**src/hw/rtl/itoa_pkg.sv**
```systemverilog
// Shared types, constants and helpers for the integer-to-ASCII formatter.
`default_nettype none

package itoa_pkg;

  localparam int unsigned DefaultValueBits = 64;
  localparam int unsigned OpWidth          = 3;
  localparam int unsigned InDataWidth      = 64;
  localparam int unsigned CharWidth        = 8;
  localparam int unsigned CountWidth       = 31;
  localparam int unsigned OutDataWidth     = 40;
  localparam int unsigned TextWidth        = 48;

  typedef enum logic [OpWidth-1:0] {
    OP_DEC   = 3'd0,
    OP_HEXL  = 3'd1,
    OP_HEXU  = 3'd2,
    OP_PTR   = 3'd3,
    OP_CHAR  = 3'd4,
    OP_NULL  = 3'd5
  } op_e;

  localparam logic [CharWidth-1:0] ChMinus = 8'h2d;
  localparam logic [CharWidth-1:0] ChZero  = 8'h30;
  localparam logic [CharWidth-1:0] ChX     = 8'h78;
  localparam logic [TextWidth-1:0] NullText = 48'h28_6e_75_6c_6c_29;

  localparam logic [CountWidth-1:0] CountMax = {CountWidth{1'b1}};

  function automatic logic [CharWidth-1:0] digit_char(input logic [3:0] nib,
                                                      input logic upper);
    logic [CharWidth-1:0] base;
    if (nib < 4'd10) begin
      base = ChZero;
    end else if (upper) begin
      base = 8'h37;
    end else begin
      base = 8'h57;
    end
    return base + {4'd0, nib};
  endfunction

endpackage

`default_nettype wire

```
**src/hw/rtl/integer_to_ascii_formatter.sv**
```systemverilog
// Top level: printf-style integer formatter emitting one ASCII character per transaction.
//
// Input stream: one transaction per formatting request. tuser carries the
// operation (signed decimal, lower hex, upper hex, pointer, character, null
// marker), tdata the 64-bit operand, of which the low VALUE_BITS bits are used.
// Output stream: one transaction per character, most significant first, with
// tlast on the final character of a request and the saturating running count.
// A request is taken only while the sequencer is idle. Decimal requests run a
// shift-and-add-3 converter over all VALUE_BITS bits, then drop leading zero digits
// one per cycle (up to NumDec-1), then emit one character per cycle while the
// receiver accepts. Hex and pointer skip up to NumHex-1 leading zeros, then emit.
// The minus sign and the 0x prefix are emitted as characters ahead of the digits;
// a character request emits its one byte and the null marker emits (null).
// The output register lets the next request be taken while the last character
// still waits; a stalled receiver holds the current character and stalls the
// sequencer before its next one. Reset empties the output and clears the count to zero.
`default_nettype none

module integer_to_ascii_formatter #(
  parameter int unsigned VALUE_BITS = itoa_pkg::DefaultValueBits
) (
  input  wire logic                               clk_i,
  input  wire logic                               rst_ni,
  input  wire logic                               s_axis_tvalid_i,
  output      logic                               s_axis_tready_o,
  input  wire logic [itoa_pkg::InDataWidth-1:0]   s_axis_tdata_i,  // [63:0] value
  input  wire logic [itoa_pkg::OpWidth-1:0]       s_axis_tuser_i,  // [2:0] operation
  output      logic                               m_axis_tvalid_o,
  input  wire logic                               m_axis_tready_i,
  output      logic [itoa_pkg::OutDataWidth-1:0]  m_axis_tdata_o,  // [7:0] ascii_char,
                                                                   // [38:8] running_count
  output      logic                               m_axis_tlast_o
);
  import itoa_pkg::*;

  localparam int unsigned NumDec = (VALUE_BITS * 30103) / 100000 + 1;
  localparam int unsigned NumHex = (VALUE_BITS + 3) / 4;
  localparam int unsigned DigW   = NumDec * 4;
  localparam int unsigned HexW   = NumHex * 4;
  localparam int unsigned PadW   = DigW - HexW;
  localparam int unsigned DcntW  = $clog2(NumDec + 1);
  localparam int unsigned ItW    = $clog2(VALUE_BITS);

  typedef enum logic [4:0] {
    ST_IDLE = 5'b00001,
    ST_CONV = 5'b00010,
    ST_SKIP = 5'b00100,
    ST_TXT  = 5'b01000,
    ST_DIG  = 5'b10000
  } state_e;

  state_e                 state_q, state_d;
  logic [VALUE_BITS-1:0]  bin_q, bin_d;
  logic [DigW-1:0]        dig_q, dig_d;
  logic [DcntW-1:0]       dcnt_q, dcnt_d;
  logic [ItW-1:0]         it_q, it_d;
  logic [TextWidth-1:0]   txt_q, txt_d;
  logic [2:0]             txt_n_q, txt_n_d;
  logic                   follow_q, follow_d;
  logic                   upper_q, upper_d;
  logic                   valid_q, valid_d;
  logic [CharWidth-1:0]   char_q, char_d;
  logic                   last_q, last_d;
  logic [CountWidth-1:0]  count_q, count_d;

  logic [VALUE_BITS-1:0]  val;
  logic [VALUE_BITS-1:0]  mag;
  logic [HexW-1:0]        hex_ext;
  logic [DigW-1:0]        bcd_adj;
  logic [3:0]             top_dig;
  logic                   out_free;
  logic                   load;

  assign val     = s_axis_tdata_i[VALUE_BITS-1:0];
  assign mag     = val[VALUE_BITS-1] ? (~val + VALUE_BITS'(1)) : val;
  assign hex_ext = HexW'(val);
  assign top_dig = dig_q[DigW-1 -: 4];
  assign out_free = !valid_q || m_axis_tready_i;

  always_comb begin
    for (int i = 0; i < NumDec; i++) begin
      if (dig_q[i*4 +: 4] >= 4'd5) begin
        bcd_adj[i*4 +: 4] = dig_q[i*4 +: 4] + 4'd3;
      end else begin
        bcd_adj[i*4 +: 4] = dig_q[i*4 +: 4];
      end
    end
  end

  assign s_axis_tready_o = (state_q == ST_IDLE);

  always_comb begin
    state_d  = state_q;
    bin_d    = bin_q;
    dig_d    = dig_q;
    dcnt_d   = dcnt_q;
    it_d     = it_q;
    txt_d    = txt_q;
    txt_n_d  = txt_n_q;
    follow_d = follow_q;
    upper_d  = upper_q;
    char_d   = char_q;
    last_d   = last_q;
    load     = 1'b0;

    unique case (state_q)
      ST_IDLE: begin
        if (s_axis_tvalid_i) begin
          follow_d = 1'b1;
          upper_d  = 1'b0;
          txt_n_d  = 3'd0;
          dcnt_d   = DcntW'(NumHex);
          dig_d    = DigW'(hex_ext) << PadW;
          unique case (s_axis_tuser_i)
            OP_DEC: begin
              bin_d   = mag;
              dig_d   = '0;
              it_d    = ItW'(VALUE_BITS - 1);
              dcnt_d  = DcntW'(NumDec);
              txt_d   = {ChMinus, 40'd0};
              txt_n_d = val[VALUE_BITS-1] ? 3'd1 : 3'd0;
              state_d = ST_CONV;
            end
            OP_HEXL: begin
              state_d = ST_SKIP;
            end
            OP_HEXU: begin
              upper_d = 1'b1;
              state_d = ST_SKIP;
            end
            OP_PTR: begin
              txt_d   = {ChZero, ChX, 32'd0};
              txt_n_d = 3'd2;
              state_d = ST_SKIP;
            end
            OP_CHAR: begin
              txt_d    = {s_axis_tdata_i[7:0], 40'd0};
              txt_n_d  = 3'd1;
              follow_d = 1'b0;
              state_d  = ST_TXT;
            end
            OP_NULL: begin
              txt_d    = NullText;
              txt_n_d  = 3'd6;
              follow_d = 1'b0;
              state_d  = ST_TXT;
            end
            default: begin
              state_d = ST_IDLE;
            end
          endcase
        end
      end
      ST_CONV: begin
        dig_d = {bcd_adj[DigW-2:0], bin_q[VALUE_BITS-1]};
        bin_d = bin_q << 1;
        if (it_q == '0) begin
          state_d = ST_SKIP;
        end else begin
          it_d = it_q - ItW'(1);
        end
      end
      ST_SKIP: begin
        if (dcnt_q > DcntW'(1) && top_dig == 4'd0) begin
          dig_d  = dig_q << 4;
          dcnt_d = dcnt_q - DcntW'(1);
        end else if (txt_n_q != 3'd0) begin
          state_d = ST_TXT;
        end else begin
          state_d = ST_DIG;
        end
      end
      ST_TXT: begin
        if (out_free) begin
          load    = 1'b1;
          char_d  = txt_q[TextWidth-1 -: 8];
          last_d  = (txt_n_q == 3'd1) && !follow_q;
          txt_d   = txt_q << 8;
          txt_n_d = txt_n_q - 3'd1;
          if (txt_n_q == 3'd1) begin
            state_d = follow_q ? ST_DIG : ST_IDLE;
          end
        end
      end
      ST_DIG: begin
        if (out_free) begin
          load   = 1'b1;
          char_d = digit_char(top_dig, upper_q);
          last_d = (dcnt_q == DcntW'(1));
          dig_d  = dig_q << 4;
          dcnt_d = dcnt_q - DcntW'(1);
          if (dcnt_q == DcntW'(1)) begin
            state_d = ST_IDLE;
          end
        end
      end
      default: begin
        state_d = ST_IDLE;
      end
    endcase
  end

  always_comb begin
    valid_d = valid_q && !m_axis_tready_i;
    count_d = count_q;
    if (load) begin
      valid_d = 1'b1;
      if (count_q != CountMax) begin
        count_d = count_q + CountWidth'(1);
      end
    end
  end

  always_ff @(posedge clk_i or negedge rst_ni) begin
    if (!rst_ni) begin
      state_q <= ST_IDLE;
      valid_q <= 1'b0;
      count_q <= '0;
    end else begin
      state_q <= state_d;
      valid_q <= valid_d;
      count_q <= count_d;
    end
  end

  always_ff @(posedge clk_i) begin
    bin_q    <= bin_d;
    dig_q    <= dig_d;
    dcnt_q   <= dcnt_d;
    it_q     <= it_d;
    txt_q    <= txt_d;
    txt_n_q  <= txt_n_d;
    follow_q <= follow_d;
    upper_q  <= upper_d;
    char_q   <= char_d;
    last_q   <= last_d;
  end

  assign m_axis_tvalid_o = valid_q;
  assign m_axis_tlast_o  = last_q;
  assign m_axis_tdata_o  = {1'b0, count_q, char_q};

endmodule

`default_nettype wire
```
**config.mk**
```make
export PLATFORM = sky130hd
export DESIGN_NAME = integer_to_ascii_formatter
export DESIGN_NICKNAME = d
export VERILOG_FILES = /design/src/hw/rtl/itoa_pkg.sv /design/src/hw/rtl/integer_to_ascii_formatter.sv
export SDC_FILE = /design/constraint.sdc
export NUM_CORES = 1
export LEC_CHECK = 0
export BUFFER_PORTS_ARGS = -buffer_cell sky130_fd_sc_hd__buf_2
export CORE_UTILIZATION = 45
export CTS_CLUSTER_SIZE = 24
export DETAILED_ROUTE_END_ITERATION = 12
export PLACE_DENSITY = 0.65
export SETUP_SLACK_MARGIN = 0.05
export SYNTH_ARGS = -nofsm -noshare
export SYNTH_HDL_FRONTEND = slang
export SYNTH_SLANG_ARGS = --single-unit
```
**constraint.sdc**
```tcl
create_clock -name clk_i -period 11 [get_ports clk_i]
set_input_delay 1.65 -clock clk_i [delete_from_list [all_inputs] [get_ports clk_i]]
set_output_delay 1.65 -clock clk_i [all_outputs]
set_load 0.02 [all_outputs]
```
==> results.toml, run 1 <==
[outcome]
status = "finished, final reports clean"

[clocking]
clk_pin_slew_ps = 60
hold_buffers = 0
cts_root_buf = "clkbuf_16"
cts_buffer_depth = 3
post_cts_buffers = 0
cts_tree = "yes"
numCtsBuffers = 27
clkSinkCount = 227
clk_latency_ps = 540
htree_levels = 1
cts_resized = 0

[finish]
area_growth_pct = 12.20
layout.nets = 1611
multiInputGateArea_um2 = 6573
fill_cells = 2795
seq_area_um2 = 6633
fin_area_um2 = 15360
layout-drive-gt1-share = 0.1242

[synth]
synth_cells = 1402
ys_top_cells_by_count = "190 x edfxtp_1, 179 x nand2_1, 126 x o21ai_0"
async_reset_ff_frac = 0.1630
yosysTopAreaCellShare = 0.4166
ys_seq_area_frac = 0.4843
synth_most_common_cell = "edfxtp_1"
syn_area_um2 = 13690
syn_nets = 1526
synthTopCellsByArea = "edfxtp_1 42%, dfrtp_1 6.6%, nand2_1 4.9%"
ys_ff_latch = 227
avgSynthCellArea_um2 = 9.768
synth-edff-count = 190
yosys.area.top_type = "edfxtp_1"
synth_cell_type_count = 68
ys_warn_count = 0
synth_flop_cell = "edfxtp_1"

[timing]
maxSlewViolCount = 0
max_freq_ghz = 0.2438
hold_viol_final = 0
min_period_over_period = 0.3728
finalSetupViolCount = 0
period_needed_ps = 4101
finalSetupTns_ps = 0
slew-limit-headroom = 0.1629
clock_skew_ps = 15.17
worstMarginPinSlew_ps = 1246
rsz0062_at_grt = "no"

[pwr]
power_density_nw_per_um2 = 244.8
leakage_nw = 5.764
peakVddDrop_v = 0.0001973

[routing]
drt-initial-drc-count = 1028
drc_errors = 0
routedWlPerCell_um = 17.94
dr_total_vias = 11030
via_per_inst = 5.807
ant_nets = 0
first_pass_iters = 5
postRouteWirelength_mm = 34.06

[worst_setup_path]
reg2reg_from = "state_q[1]"
cp-end-kind = "flip-flop"
cp_max_fo = 10
worst-setup-path-type = "primary input to flip-flop"
setup.worst_path.start = "s_axis_tdata_i[0]"
critPathLaunchType = "primary input"
crit_required_ps = 11250
arrival_ps = 4350

[floorplanning]
initial_utilization = 0.4596
dieArea_um2 = 31130
ioPinCount = 114
core_region_area_um2 = 29800
rows = 63
dieWidth_um = 176.4
fp.dieH_um = 176.4

[run]
maxCapViolations = 0

[global_route]
grt_pass1_wl_mm = 55.39
grt_overflow = 0
antenna_found_initial = 2
grt_max_degree = 87
grt_usage = 0.2204
first_global_vias = 10580

[placed_design]
dpl_cell_area_um2 = 14560
finalWeightedCongestion = 0.8617
port_buffers = 112
dpl.hpwl_mm = 22.98

[hold_path]
hp-class = "flip-flop to flip-flop"
min_from = "count_q[29]"
-- sequential cells by signal, indices dropped and copies added (netlist names) --
signal / flops
bin_q: 64
m_axis_tlast_o: 1
count_q: 31
txt_q: 21
char_q: 8
state_q: 5
txt_n_q: 3
dig_q: 80
upper_q: 1
dcnt_q: 5
m_axis_tvalid_o: 1
it_q: 6
follow_q: 1
-- final timing paths --
| kind | end | slack, ps | depth (start not counted) |
|---|---|---|---|
| setup / recovery | bin_q[52] | 6900 | 9 |
| hold / removal | count_q[29] | 490 | 1 |
| max in group asynchronous | count_q[8] | 9230 | 1 |
| min in group asynchronous | state_q[3] | 1230 | 1 |
| setup reg to reg | dig_q[49] | 7600 | 7 |
| hold reg to reg | count_q[29] | 490 | 1 |
-- worst max-delay path: stages --
cell and delay (ps):
buf_2 120, inv_1 100, ha_1 180, or3b_2 530, or4_4 630, or4_4 530, o41ai_4 350, xor2_1 170
o21ai_1 70
-- kinds of logic (layout without fill, tap and decap cells) --
group | count (synthesis) | count (layout) | share of synthesized area
and+or+nand+nor | 507 | 507 | 0.1813
AOI/OAI and AO/OA | 364 | 364 | 0.1679
DFF | 227 | 227 | 0.4843
buffers and inverters | 128 | 232 | 0.03874
xor gates and xnor gates | 118 | 118 | 0.07547
adders and majority gates | 53 | 53 | 0.04897
muxes | 4 | 4 | 0.003015
other | 1 | 4 | 0.0002738
-- cell usage in the layout (no fill, tap or decap), types with 15 or more instances in the layout --
| master | n |
|---|---|
| dfrtp_1 | 36 |
| a221o_1 | 32 |
| nand3_1 | 22 |
| o31ai_1 | 24 |
| nor3b_1 | 20 |
| ha_1 | 52 |
| nand2b_1 | 31 |
| buf_2 | 112 |
| edfxtp_1 | 190 |
| a22oi_1 | 19 |
| xor2_1 | 69 |
| nand4_1 | 18 |
| clkbuf_16 | 27 |
| nor2_1 | 111 |
| nand2_1 | 178 |
| inv_1 | 62 |
| o21ai_0 | 126 |
| o221ai_1 | 15 |
| xnor2_1 | 49 |
| a21oi_1 | 101 |
| nor3_1 | 32 |
-- layer usage --
metal,global-route usage,vias to the layer above,wire [um]
li1,-,5297,-
met4,0.05065,0,617
met2,0.3537,345,15650
met5,0,-,0
met1,0.3176,5342,15550
met3,0.02649,43,2249
-- through the flow --
step / cells / setup WS [ps] / total power (W) / util / hold WS, ps
2_1_floorplan: 1402 / 4416 / 0.002590 / - / 483.6
3_3_place_gp: 1848 / 6434 / 0.002906 / 0.4887 / 476.5
3_5_place_dp: 1848 / 6381 / 0.002954 / 0.4887 / 482.0
4_1_cts: 1896 / 6939 / 0.003781 / 0.5154 / 495.8
5_1_grt: 1896 / 6729 / 0.004027 / 0.5154 / 506.3
6_report: 1899 / 6899 / 0.003761 / 0.5157 / 490.9
-- area by class of cell --
| class | instances | share of cell area |
|---|---|---|
| well taps | 390 | 0.03176 |
| flip-flops and latches | 227 | 0.4317 |
| clock buffers | 37 | 0.04837 |
| repair buffers | 122 | 0.04137 |
| diodes | 3 | 0.0004886 |
| inverters | 62 | 0.01515 |
| clock inverters | 11 | 0.003420 |
| multi-input cells | 1047 | 0.4278 |
-- power by group --
group	leakage (nW)	switching (W)	internal, W
registers	2.26	0.000236	0.00135
logic	3.11	0.000861	0.000502
clock network	0.394	0.000348	0.000468
total	5.76	0.00144	0.00232
Note: power is estimated with default switching activity, not from simulation.
==> run 2, diff against run 1 <==
- clock period: 11 -> 3.85 ns (I/O delays scaled with it)
==> run 2 against run 1 <==
Net effect:
- via count rose by 0.41%
- first-iteration DRC count decreased by 8.5%
- sequential power increased to 2.8 times the previous value
- count of clock-buffer cells in the layout up 1
- cell count grew 0.42%
- non-clock buffer count grew 8
- cell area is 1.1% higher
- critical endpoint is now dig_q[50]
==> results.toml, run 2 (same netlist as run 1, synthesis figures left out) <==
[outcome]
status = "finished, final reports clean"

[timing]
finalSetupTns_ps = 0
slew-limit-headroom = 0.3314
maxSlewViolCount = 0
finalSetupViolCount = 0
hold_viol_final = 0
min_period_over_period = 0.7629
max_freq_ghz = 0.3405
clock_skew_ps = 16.81
rsz0062_at_grt = "no"
period_needed_ps = 2937
worstMarginPinSlew_ps = 989.9

[global_route]
grt_usage = 0.2161
grt_max_degree = 99
grt_pass1_wl_mm = 54.05
antenna_found_initial = 2
first_global_vias = 10310
grt_overflow = 0

[worst_setup_path]
worst-setup-path-type = "flip-flop to flip-flop"
crit_required_ps = 4080
cp_common_cell = "inv_1"
critPathLaunchType = "flip-flop"
path_cells = "inv_1 > ha_1 > inv_1 > a2111oi_0 > o21ai_0 > a31oi_4 > buf_12"
cp-end-kind = "flip-flop"
cp_max_fo = 26
slowest_delay_ps = 630
critPathBufInv = 3
arrival_ps = 3170
slowest_stage = "a31oi_4"
cpLargestDelayFamily = "compound AO/OA/AOI/OAI gates"

[routing]
ant_nets = 0
routedWlPerCell_um = 17.73
via_per_inst = 5.806
drc_errors = 0
drt-initial-drc-count = 941
first_pass_iters = 7
dr_total_vias = 11070
postRouteWirelength_mm = 33.81

[clocking]
cts_tree = "yes"
cts_root_buf = "clkbuf_16"
post_cts_buffers = 0
cts_buffer_depth = 3
hold_buffers = 0
clk_latency_ps = 540
clk_pin_slew_ps = 60
cts_resized = 0
clkSinkCount = 227
htree_levels = 1
numCtsBuffers = 26

[finish]
largest_reg_flops = 80
final_cell_mix = "190 x edfxtp_1, 178 x nand2_1, 126 x o21ai_0, 112 x buf_2, 111 x nor2_1"
regMostFlops = "dig_q"
reg_top3 = "dig_q x80, bin_q x64, count_q x31"
final_util = 0.5213
layout-drive-gt1-share = 0.1314
layout.nets = 1618
mostFrequentLayoutCell = "edfxtp_1"
area_growth_pct = 13.43

[hold_path]
hp-class = "primary input to async pin"

[floorplanning]
ioPinCount = 114
fp.dieH_um = 176.4
initial_utilization = 0.4596
dieArea_um2 = 31130
dieWidth_um = 176.4
rows = 63
core_region_area_um2 = 29800

[pwr]
power_density_nw_per_um2 = 704.9
leakage_nw = 5.848
peakVddDrop_v = 0.0005136

[placed_design]
port_buffers = 112
finalWeightedCongestion = 0.8290
dpl.hpwl_mm = 23.29

[run]
maxCapViolations = 0
==> run 2: cell types whose count changed in the layout (fill, tap and decap cells not counted), sizes merged <==
cell | previous run | this run
buf | 122 | 130
clkbuf | 37 | 38
clkinv | 10 | 8
clkinvlp | 0 | 1
==> run 2: area by class of cell <==
type	count	area (um^2)
multi-input combinational	1047	6573
tap	390	488.0
fill	2731	14260
clock inverter	10	51.30
inverter	62	232.7
sequential	227	6633
clock buffer	38	778.2
antenna	3	7.507
timing repair buffer	130	770.7
==> run 2: final timing paths <==
| path | from | endpoint | slack (ps) | cells past startpoint |
|---|---|---|---|---|
| setup reg to reg | dig_q[77] | dig_q[50] | 910 | 7 |
| hold reg to reg | count_q[15] | count_q[15] | 500 | 1 |
| hold / removal | rst_ni | m_axis_tvalid_o | 170 | 1 |
| setup / recovery | dig_q[77] | dig_q[50] | 910 | 7 |
| min in group clk_i | m_axis_tready_i | m_axis_tvalid_o | 390 | 3 |
| max in group asynchronous | rst_ni | count_q[4] | 3140 | 1 |
==> run 2: through the flow <==
stage / hold WS, ps / setup slack, ps / std cells / total power [W] / instance area [um^2]
final: 165.2 / 912.9 / 1907 / 0.01095 / 15530
after global placement: 475.2 / 452.8 / 1856 / 0.008455 / 14700
after floorplan: 281.9 / 88.31 / 1402 / 0.007324 / 13720
after detailed placement: 483.3 / 413.2 / 1856 / 0.008573 / 14700
after global routing: 226.1 / 651.4 / 1905 / 0.01168 / 15530
after CTS: 169.3 / 864.8 / 1904 / 0.01101 / 15530
==> run 2: where the power goes <==
| group | total [W] | switching, W | internal, W |
|---|---|---|---|
| registers | 0.00450 | 0.000683 | 0.00382 |
| clock network | 0.00240 | 0.00100 | 0.00140 |
| logic | 0.00405 | 0.00248 | 0.00157 |
==> run 2: per-layer routing <==
layer	vias up	track usage	share of wire	wire length (um)
met4	0	0.05603	0.022	758
li1	5327	-	-	-
met3	54	0.02735	0.059	1993
met1	5326	0.3029	0.45	15260
met2	365	0.3532	0.47	15800
met5	-	0	0	0
==> run 2: worst register-to-register path: cells and delay by family, from the launching register on <==
kind / cells / cell delay, ps
AOI/OAI and AO/OA: 3 / 1390
adders and majority gates: 1 / 180
DFF: 1 / 500
buffers and inverters: 3 / 560
